`src/hw/rtl/frame_saturation_and_mean_stats_defines.svh`:
```
// ----------------------------------------------------------------------------
// Frame statistics assertion macros
// Shared concurrent assertion forms, clocked on the rising edge and held off
// during reset.
// ----------------------------------------------------------------------------
`ifndef FRAME_SATURATION_AND_MEAN_STATS_DEFINES_SVH
`define FRAME_SATURATION_AND_MEAN_STATS_DEFINES_SVH

// same-cycle implication
`define FSMS_ASSERT_NOW(label, clk, rst_n, ante, cons, msg) \
    label: assert property (@(posedge clk) disable iff (!rst_n) (ante) |-> (cons)) \
        else $error(msg);

// next-cycle implication
`define FSMS_ASSERT_NEXT(label, clk, rst_n, ante, cons, msg) \
    label: assert property (@(posedge clk) disable iff (!rst_n) (ante) |=> (cons)) \
        else $error(msg);

`endif

```
`src/hw/rtl/fsms_pkg.sv`:
```
// ----------------------------------------------------------------------------
// Frame statistics package
// Payload types, register indexes and fixed widths of the frame statistics
// block.
// ----------------------------------------------------------------------------
`default_nettype none

package fsms_pkg;

    localparam int PIX_W      = 16;
    localparam int DIM_W      = 14;
    localparam int CNT_W      = 13;
    localparam int COL_OUT_W  = 12;
    localparam int SUM_W      = 40;
    localparam int VCNT_W     = 25;
    localparam int FRAC_W     = 8;
    localparam int MEAN_W     = 24;
    localparam int DIVIDEND_W = SUM_W + FRAC_W;
    localparam int DIVISOR_W  = VCNT_W;
    localparam int STEP_W     = $clog2(DIVIDEND_W);
    localparam int CFG_IDX_W  = 2;
    localparam int CFG_DATA_W = 16;

    localparam logic [CNT_W-1:0]  COUNT_MAX = {CNT_W{1'b1}};
    localparam logic [MEAN_W-1:0] MEAN_ONE  = MEAN_W'(256);

    localparam logic [CFG_IDX_W-1:0] REG_SAT_LEVEL    = 2'd0;
    localparam logic [CFG_IDX_W-1:0] REG_FRAME_WIDTH  = 2'd1;
    localparam logic [CFG_IDX_W-1:0] REG_FRAME_HEIGHT = 2'd2;

    typedef struct packed {
        logic [PIX_W-1:0] pixel_value;
    } pix_item_t;

    typedef struct packed {
        logic [COL_OUT_W-1:0] column_index;
        logic [CNT_W-1:0]     column_saturated;
        logic                 frame_done;
        logic [MEAN_W-1:0]    frame_mean;
    } res_item_t;

    typedef struct packed {
        logic [CFG_IDX_W-1:0]  index;
        logic [CFG_DATA_W-1:0] value;
    } cfg_item_t;

endpackage

`default_nettype wire

```
`src/hw/rtl/fsms_div.sv`:
```
// ----------------------------------------------------------------------------
// Frame statistics divider
// Restoring radix-2 divider, one quotient bit per cycle, for the frame mean.
// ----------------------------------------------------------------------------
`default_nettype none

module fsms_div (
    input  logic                            clk,
    input  logic                            rst_n,
    input  logic                            start,
    input  logic [fsms_pkg::DIVIDEND_W-1:0] dividend,
    input  logic [fsms_pkg::DIVISOR_W-1:0]  divisor,
    output logic                            busy,
    output logic [fsms_pkg::DIVIDEND_W-1:0] quotient
);

    import fsms_pkg::*;

    localparam int REM_W = DIVISOR_W + 1;
    localparam logic [STEP_W-1:0] LAST_STEP = STEP_W'(DIVIDEND_W - 1);

    logic                  busy_reg;
    logic [STEP_W-1:0]     step_reg;
    logic [REM_W-1:0]      rem_reg;
    logic [DIVIDEND_W-1:0] quo_reg;
    logic [DIVISOR_W-1:0]  dvs_reg;

    logic [REM_W-1:0] rem_shift;
    logic [REM_W:0]   diff;
    logic             fits;

    always_comb
    begin
        rem_shift = {rem_reg[REM_W-2:0], quo_reg[DIVIDEND_W-1]};
        diff      = {1'b0, rem_shift} - {2'b00, dvs_reg};
        fits      = ~diff[REM_W];
    end

    always_ff @(posedge clk or negedge rst_n)
    begin
        if (!rst_n)
        begin
            busy_reg <= 1'b0;
            step_reg <= '0;
        end
        else if (start)
        begin
            busy_reg <= 1'b1;
            step_reg <= '0;
        end
        else if (busy_reg)
        begin
            step_reg <= step_reg + 1'b1;
            if (step_reg == LAST_STEP)
            begin
                busy_reg <= 1'b0;
            end
        end
    end

    always_ff @(posedge clk)
    begin
        if (start)
        begin
            rem_reg <= '0;
            quo_reg <= dividend;
            dvs_reg <= divisor;
        end
        else if (busy_reg)
        begin
            rem_reg <= fits ? diff[REM_W-1:0] : rem_shift;
            quo_reg <= {quo_reg[DIVIDEND_W-2:0], fits};
        end
    end

    assign busy     = busy_reg;
    assign quotient = quo_reg;

endmodule

`default_nettype wire
```
`config.mk`:
```
export PLATFORM = sky130hd
export DESIGN_NAME = fsms_div
export DESIGN_NICKNAME = d
export VERILOG_FILES = /design/src/hw/rtl/frame_saturation_and_mean_stats_defines.svh /design/src/hw/rtl/fsms_pkg.sv /design/src/hw/rtl/fsms_div.sv
export SDC_FILE = /design/constraint.sdc
export NUM_CORES = 1
export LEC_CHECK = 0
export ABC_AREA = 1
export BUFFER_PORTS_ARGS = -buffer_cell sky130_fd_sc_hd__buf_2
export CAP_MARGIN = 5
export CORE_MARGIN = 3
export CORE_UTILIZATION = 62
export CTS_BUF_LIST = sky130_fd_sc_hd__clkbuf_2
export DETAILED_ROUTE_END_ITERATION = 6
export PLACE_DENSITY = 0.88
export SETUP_SLACK_MARGIN = 0.2
export SLEW_MARGIN = 30
export SYNTH_ARGS = -nofsm -noshare
export SYNTH_HDL_FRONTEND = slang
export SYNTH_SLANG_ARGS = --single-unit
```
`constraint.sdc`:
```
create_clock -name clk -period 4.45 [get_ports clk]
set_input_delay 0.89 -clock clk [delete_from_list [all_inputs] [get_ports clk]]
set_output_delay 0.89 -clock clk [all_outputs]
set_load 0.02 [all_outputs]
```
==> summary.log, run 1 <==
[floorplanning] Initial Util 0.6491
[cts] clock latency reported for the late side of the worst-skew pair 640 ps
[synth] post-synthesis sequential area ratio 0.4458
[floorplanning] die width 107.9 um
[setup_path] critical path capture point type flip-flop
[global_route] GR Layer Usage met2 0.4294
[placed_design] final weighted congestion in routability-driven placement 0.9416
[cts] quantity of gates resized following cts 0
[global_route] global routing usage on met1 0.3538
[setup_path] Crit path buffers/inverters 2
[timing] slew margin rel. 0.4316
[cells_and_area] final-layout fill cell count 818
[global_route] final global-route overflow total 0
[timing] setup TNS after final layout 0 ps
[global_route] maximum number of pins on one net before global-route repair 76
[synth] warning count from the yosys run 0
[global_route] wire length of the first global-routing pass 24.41 mm
[cells_and_area] share of layout cells above drive strength 1 0.1857
[global_route] antenna violations before repair 0
[placed_design] Post-DP HPWL 10.71 mm
[setup_path] Slowest Stage Delay on Critical Path 520 ps
[setup_path] type of the worst setup path flip-flop to flip-flop
[synth] Main synth FF type sky130_fd_sc_hd__edfxtp_1
[timing] number of slew-limit violations in the final report 0
[timing] number of hold violations in the final report 0
[cts] buffers inserted during post-CTS setup optimization 0
[timing] unrepaired setup endpoints after global routing false
[synth] per-instance average area after synthesis 7.419 um2
[setup_path] cell breakdown of the critical path inv_1, ha_1, nand2_1, nand2_1, nand2_1, nand2_1, inv_1, nand2_2, a21oi_4, nand2_4, nand2_1, nand3_1, o21ai_0
[cells_and_area] number of antenna diodes 0
[global_route] vias in the first global route 5379
[synth] number of flops mapped to enable cells by yosys 73
[setup_path] arrival time reported for the critical path endpoint 3050 ps
[status] outcome completed
[cts] number of buffers on the longest clock path 2
[setup_path] CP endpoint rem_reg[3]
[global_route] layer with the highest usage met2
[pwr] switching power summed over all nets 1666 uW
[setup_path] data required time of the worst path 5000 ps
[setup_path] master of the slowest instance on the critical path sky130_fd_sc_hd__a21oi_4
[cells_and_area] synth-to-layout area growth 12.78%
[cts] clock buffer count from CTS 9
[synth] post-synthesis instance area 6432 um2
[drt] routed wire length 14.68 mm
[timing] Min Clock Period, post-route 2497 ps
[cts] clk slew on worst S/H paths 320 ps
[drt] initial detailed-routing violation count 378
[cells_and_area] Net count, final 1089
[setup_path] crit-path max FO 24
[setup_path] endpoint of the most critical register-to-register path rem_reg[3]
[floorplanning] ports placed on the boundary 125
[min_path] class of the tightest hold or removal check input pin to flip-flop
[pwr] Gate power share 0.520
[global_route] GRT Resource Usage Total 0.2656
[cts] CTS Hold Bufs 1
[timing] highest attainable clock frequency 400.5 MHz
[pwr] clock network fraction of design power 0.116
[run] number of violations of the max-capacitance limit 0
[timing] slew at the pin closest to its max-slew limit 851.4 ps
[pwr] power density over the cells 504.7 nW/um2
[cts] clock sink count 105
[cts] level count of the clock H-tree 3
[drt] total number of vias 5734
[drt] DRT antenna net count 0
[cts] root buf cell sky130_fd_sc_hd__clkbuf_2
[global_route] met3 track utilization from global routing 0.07019
[synth] Post-Syn Nets 970
[setup_path] length in cells of the worst reg-to-reg path 13
[drt] Routed wire per std cell 13.06 um
[setup_path] minimum setup slack among reg-to-reg paths 1950 ps
[cells_and_area] share of the core filled with cells in the final layout 0.7321
[setup_path] Reg-to-Reg Start dvs_reg[15]
[timing] share of the cycle needed by the critical path after routing 0.5611
[timing] Worst Skew 46.48 ps
[floorplanning] die height 107.9 um
[setup_path] Crit path top cell by count sky130_fd_sc_hd__nand2_1
[drt] DRC errors left 0
[synth] number of unique standard cell types used by synthesis 41
[min_path] worst hold path depth 1
[synth] Seq cells post-synth 105
[cts] TritonCTS clock tree yes
[placed_design] Port Buf Inserts 124
[drt] number of iterations in the first detailed-routing pass 5
[setup_path] total number of cells along the worst setup path 13
[setup_path] launching element type of the critical path flip-flop
[timing] number of endpoints failing setup at the final stage 0
[synth] Syn Inst Count 867
[pwr] sequential fraction of design power 0.364
[synth] fraction of registers with async set or reset after synthesis 0.06667
[pwr] Leakage 0.003998 uW
[floorplanning] die footprint 11630 um2
[floorplanning] floorplan core area 9910 um2
[cells_and_area] number of flip-flops under the largest register name 48
[drt] via/cell ratio 5.101
[pwr] Power Internal 1996 uW
[pwr] largest vdd supply drop 0.2972 mV
[pwr] fraction of power spent switching nets 0.4549
[floorplanning] count of standard-cell rows 36
[setup_path] cell family with the largest share of critical-path delay simple AND/OR/NAND/NOR gates
[setup_path] Setup crit start dvs_reg[15]
how the worst min path moves through the flow:
| stage | start | endpoint |
|---|---|---|
| global route | divisor[13] | dvs_reg[13] |
| floorplan | rem_reg[10] | rem_reg[10] |
| CTS | divisor[8] | dvs_reg[8] |
| global placement | rem_reg[15] | rem_reg[15] |
| detailed placement | rem_reg[14] | rem_reg[14] |
| finish | divisor[3] | dvs_reg[3] |
cells in the mapped netlist, types with 9 or more instances:
library cell                 n  share of area
sky130_fd_sc_hd__nand2_1   389           0.23
sky130_fd_sc_hd__inv_1     133          0.078
sky130_fd_sc_hd__edfxtp_1   73           0.34
sky130_fd_sc_hd__nand3_1    49          0.038
sky130_fd_sc_hd__nor2_1     32          0.019
sky130_fd_sc_hd__ha_1       26          0.051
sky130_fd_sc_hd__dfxtp_1    25          0.078
sky130_fd_sc_hd__nand3b_1   18          0.021
sky130_fd_sc_hd__a21oi_1    15          0.012
sky130_fd_sc_hd__clkbuf_1   12         0.0070
sky130_fd_sc_hd__nand2_2    12          0.012
sky130_fd_sc_hd__nand3_2     9          0.014
layout make-up:
cell class	count	area [um2]	area share
clock inverters	6	53.80	0.007416
inverters	140	528.0	0.07278
repair buffers	129	660.6	0.09107
flip-flops and latches	105	2868	0.3953
multi-input cells	601	2928	0.4036
well taps	133	166.4	0.02294
clock buffers	10	50.05	0.006899
power by group through the flow:
stage	registers, uW	logic (uW)	clock network [uW]
finish	1330	1900	424
floorplan	1380	1460	0
global route	1350	2160	478
detailed placement	1350	1880	0
global placement	1350	1840	0
CTS	1330	1890	436
cell usage in the layout (no fill, tap or decap), types with 3 or more instances in the layout:
cell type,synthesis,routed
sky130_fd_sc_hd__nand2_1,389,389
sky130_fd_sc_hd__inv_1,133,132
sky130_fd_sc_hd__buf_2,2,124
sky130_fd_sc_hd__edfxtp_1,73,73
sky130_fd_sc_hd__nand3_1,49,49
sky130_fd_sc_hd__nor2_1,32,32
sky130_fd_sc_hd__ha_1,26,26
sky130_fd_sc_hd__dfxtp_1,25,25
sky130_fd_sc_hd__nand3b_1,18,18
sky130_fd_sc_hd__a21oi_1,15,15
sky130_fd_sc_hd__nand2_2,12,12
sky130_fd_sc_hd__clkbuf_2,0,10
sky130_fd_sc_hd__nand3_2,9,9
sky130_fd_sc_hd__xnor2_1,8,8
sky130_fd_sc_hd__dfrtp_1,7,7
sky130_fd_sc_hd__inv_2,6,6
sky130_fd_sc_hd__nand4_1,6,6
sky130_fd_sc_hd__o21ai_0,5,5
sky130_fd_sc_hd__nor3_1,4,4
sky130_fd_sc_hd__buf_4,2,4
sky130_fd_sc_hd__nor2_4,3,3
sky130_fd_sc_hd__and2_1,3,3
sky130_fd_sc_hd__o21ai_1,3,3
cells by family (layout without fill, tap and decap cells):
family	Yosys count	in the layout	share of synthesized area
xor+xnor	9	9	0.01226
compound gates	30	30	0.02762
simple gates	535	535	0.3616
flops	105	105	0.4458
fa+ha+maj	27	27	0.05369
buf+inv	161	285	0.09901
per-stage QoR:
stage	instance area, um2	total power [uW]	hold slack (ps)	cells	setup slack (ps)
after floorplan	6432	2844	443.6	867	1820
after global placement	7138	3192	454.2	1107	1697
after detailed placement	7141	3233	459.8	1107	1659
after CTS	7254	3660	333.3	1124	1957
after global routing	7254	3996	308.9	1124	1668
final	7254	3662	396.0	1124	1953
worst reg2reg max path, stage by stage, from the launching register on:
cell and delay [ps]:
sky130_fd_sc_hd__edfxtp_1 430, sky130_fd_sc_hd__inv_1 70, sky130_fd_sc_hd__ha_1 280, sky130_fd_sc_hd__nand2_1 90, sky130_fd_sc_hd__nand2_1 80, sky130_fd_sc_hd__nand2_1 60, sky130_fd_sc_hd__nand2_1 70, sky130_fd_sc_hd__inv_1 70
sky130_fd_sc_hd__nand2_2 80, sky130_fd_sc_hd__a21oi_4 520, sky130_fd_sc_hd__nand2_4 370, sky130_fd_sc_hd__nand2_1 150, sky130_fd_sc_hd__nand3_1 70, sky130_fd_sc_hd__o21ai_0 80
metal layers:
metal / routed length (um) / share of wire
met3: 1140 / 0.078
met1: 6213 / 0.42
met5: 0 / 0
met2: 7058 / 0.48
met4: 264 / 0.018
No activity file was read; power rests on OpenSTA's default activity.
==> inputs of run 2 (changes only) <==
- CORE_UTILIZATION: 62 -> 58
- PLACE_DENSITY: 0.88 -> 0.83
- clock period: 4.45 -> 2.5 ns (I/O delays scaled with it)
==> summary.log, run 2 (same netlist as run 1, synthesis figures left out) <==
[floorplanning] Initial Util 0.6094 [was 0.6491]
[drt] total number of vias 5932 [was 5734]
[timing] setup TNS after final layout 0 ps [unchanged]
[run] number of violations of the max-capacitance limit 0 [unchanged]
[timing] Worst Skew 26.08 ps [was 46.48 ps]
[drt] Routed wire per std cell 13.58 um [was 13.06 um]
[timing] number of endpoints failing setup at the final stage 0 [unchanged]
[cells_and_area] cell area after layout 7714 um2 [was 7254 um2]
[cells_and_area] share of the core filled with cells in the final layout 0.7308 [was 0.7321]
[timing] Min Clock Period, post-route 2174 ps [was 2497 ps]
[cells_and_area] highest-count cells in the layout ignoring fill and taps sky130_fd_sc_hd__nand2_1, sky130_fd_sc_hd__inv_1, sky130_fd_sc_hd__buf_2, sky130_fd_sc_hd__edfxtp_1, sky130_fd_sc_hd__nand3_1 [unchanged]
[cts] TritonCTS clock tree yes [unchanged]
[global_route] maximum number of pins on one net before global-route repair 53 [was 76]
[drt] DRT antenna net count 0 [unchanged]
[status] outcome completed [unchanged]
[floorplanning] floorplan core area 10560 um2 [was 9910 um2]
[setup_path] data required time of the worst path 2890 ps [was 5000 ps]
[setup_path] critical path capture point type flip-flop [unchanged]
[cells_and_area] share of layout cells above drive strength 1 0.1926 [was 0.1857]
[drt] number of iterations in the first detailed-routing pass 5 [unchanged]
[global_route] wire length of the first global-routing pass 25.76 mm [was 24.41 mm]
[cts] clock sink count 105 [unchanged]
[timing] number of hold violations in the final report 0 [unchanged]
[setup_path] crit-path max FO 5 [was 24]
[pwr] overall power consumption 7058 uW [was 3662 uW]
[cells_and_area] most common library cell in the layout ignoring fill and taps sky130_fd_sc_hd__nand2_1 [unchanged]
[cts] clock buffer count from CTS 9 [unchanged]
[setup_path] type of the worst setup path flip-flop to flip-flop [unchanged]
[cts] root buf cell sky130_fd_sc_hd__clkbuf_2 [unchanged]
[floorplanning] ports placed on the boundary 125 [unchanged]
[floorplanning] die height 111.3 um [was 107.9 um]
[timing] highest attainable clock frequency 460.1 MHz [was 400.5 MHz]
[placed_design] Post-DP HPWL 11.39 mm [was 10.71 mm]
[placed_design] Port Buf Inserts 124 [unchanged]
[timing] slew margin rel. 0.6204 [was 0.4316]
[pwr] Leakage 0.004195 uW [was 0.003998 uW]
[timing] share of the cycle needed by the critical path after routing 0.8694 [was 0.5611]
[drt] initial detailed-routing violation count 355 [was 378]
[placed_design] instance area at placement 7207 um2 [was 7141 um2]
[setup_path] Reg-to-Reg Start dvs_reg[15] [unchanged]
[timing] number of slew-limit violations in the final report 0 [unchanged]
[pwr] largest vdd supply drop 0.6791 mV [was 0.2972 mV]
[setup_path] length in cells of the worst reg-to-reg path 12 [was 13]
[setup_path] Setup crit start dvs_reg[15] [unchanged]
[setup_path] CP endpoint quotient[0] [was rem_reg[3]]
[cts] clock latency reported for the late side of the worst-skew pair 630 ps [was 640 ps]
[timing] min setup slack post-route 326.5 ps [was 1953 ps]
[cts] level count of the clock H-tree 3 [unchanged]
[drt] routed wire length 15.83 mm [was 14.68 mm]
[global_route] final global-route overflow total 0 [unchanged]
[global_route] GRT Resource Usage Total 0.2534 [was 0.2656]
[setup_path] minimum setup slack among reg-to-reg paths 330 ps [was 1950 ps]
[floorplanning] die width 111.3 um [was 107.9 um]
[timing] slew at the pin closest to its max-slew limit 569.3 ps [was 851.4 ps]
[pwr] power density over the cells 915.0 nW/um2 [was 504.7 nW/um2]
[global_route] vias in the first global route 5575 [was 5379]
[drt] DRC errors left 0 [unchanged]
[setup_path] arrival time reported for the critical path endpoint 2560 ps [was 3050 ps]
[timing] unrepaired setup endpoints after global routing true [was false]
[global_route] antenna violations before repair 2 [was 0]
[placed_design] final weighted congestion in routability-driven placement 0.9400 [was 0.9416]
[cts] clk slew on worst S/H paths 300 ps [was 320 ps]
[cells_and_area] Net count, final 1126 [was 1089]
[cells_and_area] synth-to-layout area growth 19.92% [was 12.78%]
[drt] via/cell ratio 5.092 [was 5.101]
[floorplanning] die footprint 12390 um2 [was 11630 um2]
[min_path] class of the tightest hold or removal check input pin to flip-flop [unchanged]
[setup_path] launching element type of the critical path flip-flop [unchanged]
[cells_and_area] number of flip-flops under the largest register name 48 [unchanged]
[floorplanning] count of standard-cell rows 37 [was 36]
[setup_path] endpoint of the most critical register-to-register path quotient[0] [was rem_reg[3]]
[cts] number of buffers on the longest clock path 2 [unchanged]
[placed_design] post-place setup slack 187.2 ps [was 1659 ps]
run 2: cell types whose count changed in the layout (fill, tap and decap cells not counted), sizes merged:
| cell | previous run | this run |
|---|---|---|
| dlygate4sd3 | 1 | 26 |
| clkinv | 5 | 1 |
| bufinv | 0 | 2 |
| diode | 0 | 1 |
| buf | 128 | 138 |
| nand2 | 403 | 405 |
| inv | 140 | 142 |
run 2: final cells by class:
type                       count  area (um2)
inverter                     140       525.5
antenna                        1       2.502
multi-input combinational    603        2979
sequential                   105        2868
clock buffer                  10       50.05
timing repair buffer         164        1020
clock inverter                 6       98.84
tap                          136       170.2
fill                         824        2841
run 2: worst min path at each step:
stage | to | start | slack [ps] | cells past startpoint
floorplan | busy | rst_n | 200 | 0
finish | quotient[34] | dividend[34] | 110 | 3
CTS | dvs_reg[24] | divisor[24] | 1 | 1
global route | quotient[40] | dividend[40] | 40 | 3
global placement | step_reg[5] | rst_n | 340 | 1
detailed placement | step_reg[5] | rst_n | 340 | 1
run 2: per-stage QoR:
stage / instances / hold slack [ps]
6_report: 1165 / 107.9
5_1_grt: 1165 / 41.81
4_1_cts: 1146 / 1.156
3_5_place_dp: 1117 / 341.4
3_3_place_gp: 1117 / 340.4
2_1_floorplan: 867 / 204.4
run 2: per-layer routing:
| metal | track usage | vias up | wire length (um) |
|---|---|---|---|
| li1 | - | 3009 | - |
| met1 | 0.3283 | 2663 | 6628 |
| met2 | 0.4274 | 237 | 7520 |
| met3 | 0.06823 | 21 | 1413 |
| met4 | 0.05758 | 2 | 255 |
| met5 | 0 | - | 7 |
run 2: what timing repair did:
item | 4_1_cts | 5_1_grt
resized for setup | 2 | 5
setup endpoints to repair | 24 | 19
pin swaps | 0 | 3
buffers inserted | 0 | 2
hold endpoints to repair | 19 | 13
gates cloned | 0 | 3
hold buffers | 13 | 13
run 2: worst max-delay path: stages (launching register included):
cell	delay, ps
sky130_fd_sc_hd__edfxtp_1	390
sky130_fd_sc_hd__inv_1	50
sky130_fd_sc_hd__ha_1	350
sky130_fd_sc_hd__nand2_1	100
sky130_fd_sc_hd__nand2_1	100
sky130_fd_sc_hd__nand2_1	80
sky130_fd_sc_hd__nand2_1	60
sky130_fd_sc_hd__inv_1	70
sky130_fd_sc_hd__nand2_2	90
sky130_fd_sc_hd__a21oi_4	190
sky130_fd_sc_hd__buf_12	150
sky130_fd_sc_hd__buf_2	180
sky130_fd_sc_hd__a31oi_1	140
run 2: report_power, final:
part	switching (uW)	internal, uW
logic	2320	1410
clock network	603	353
registers	198	2170
total	3120	3940
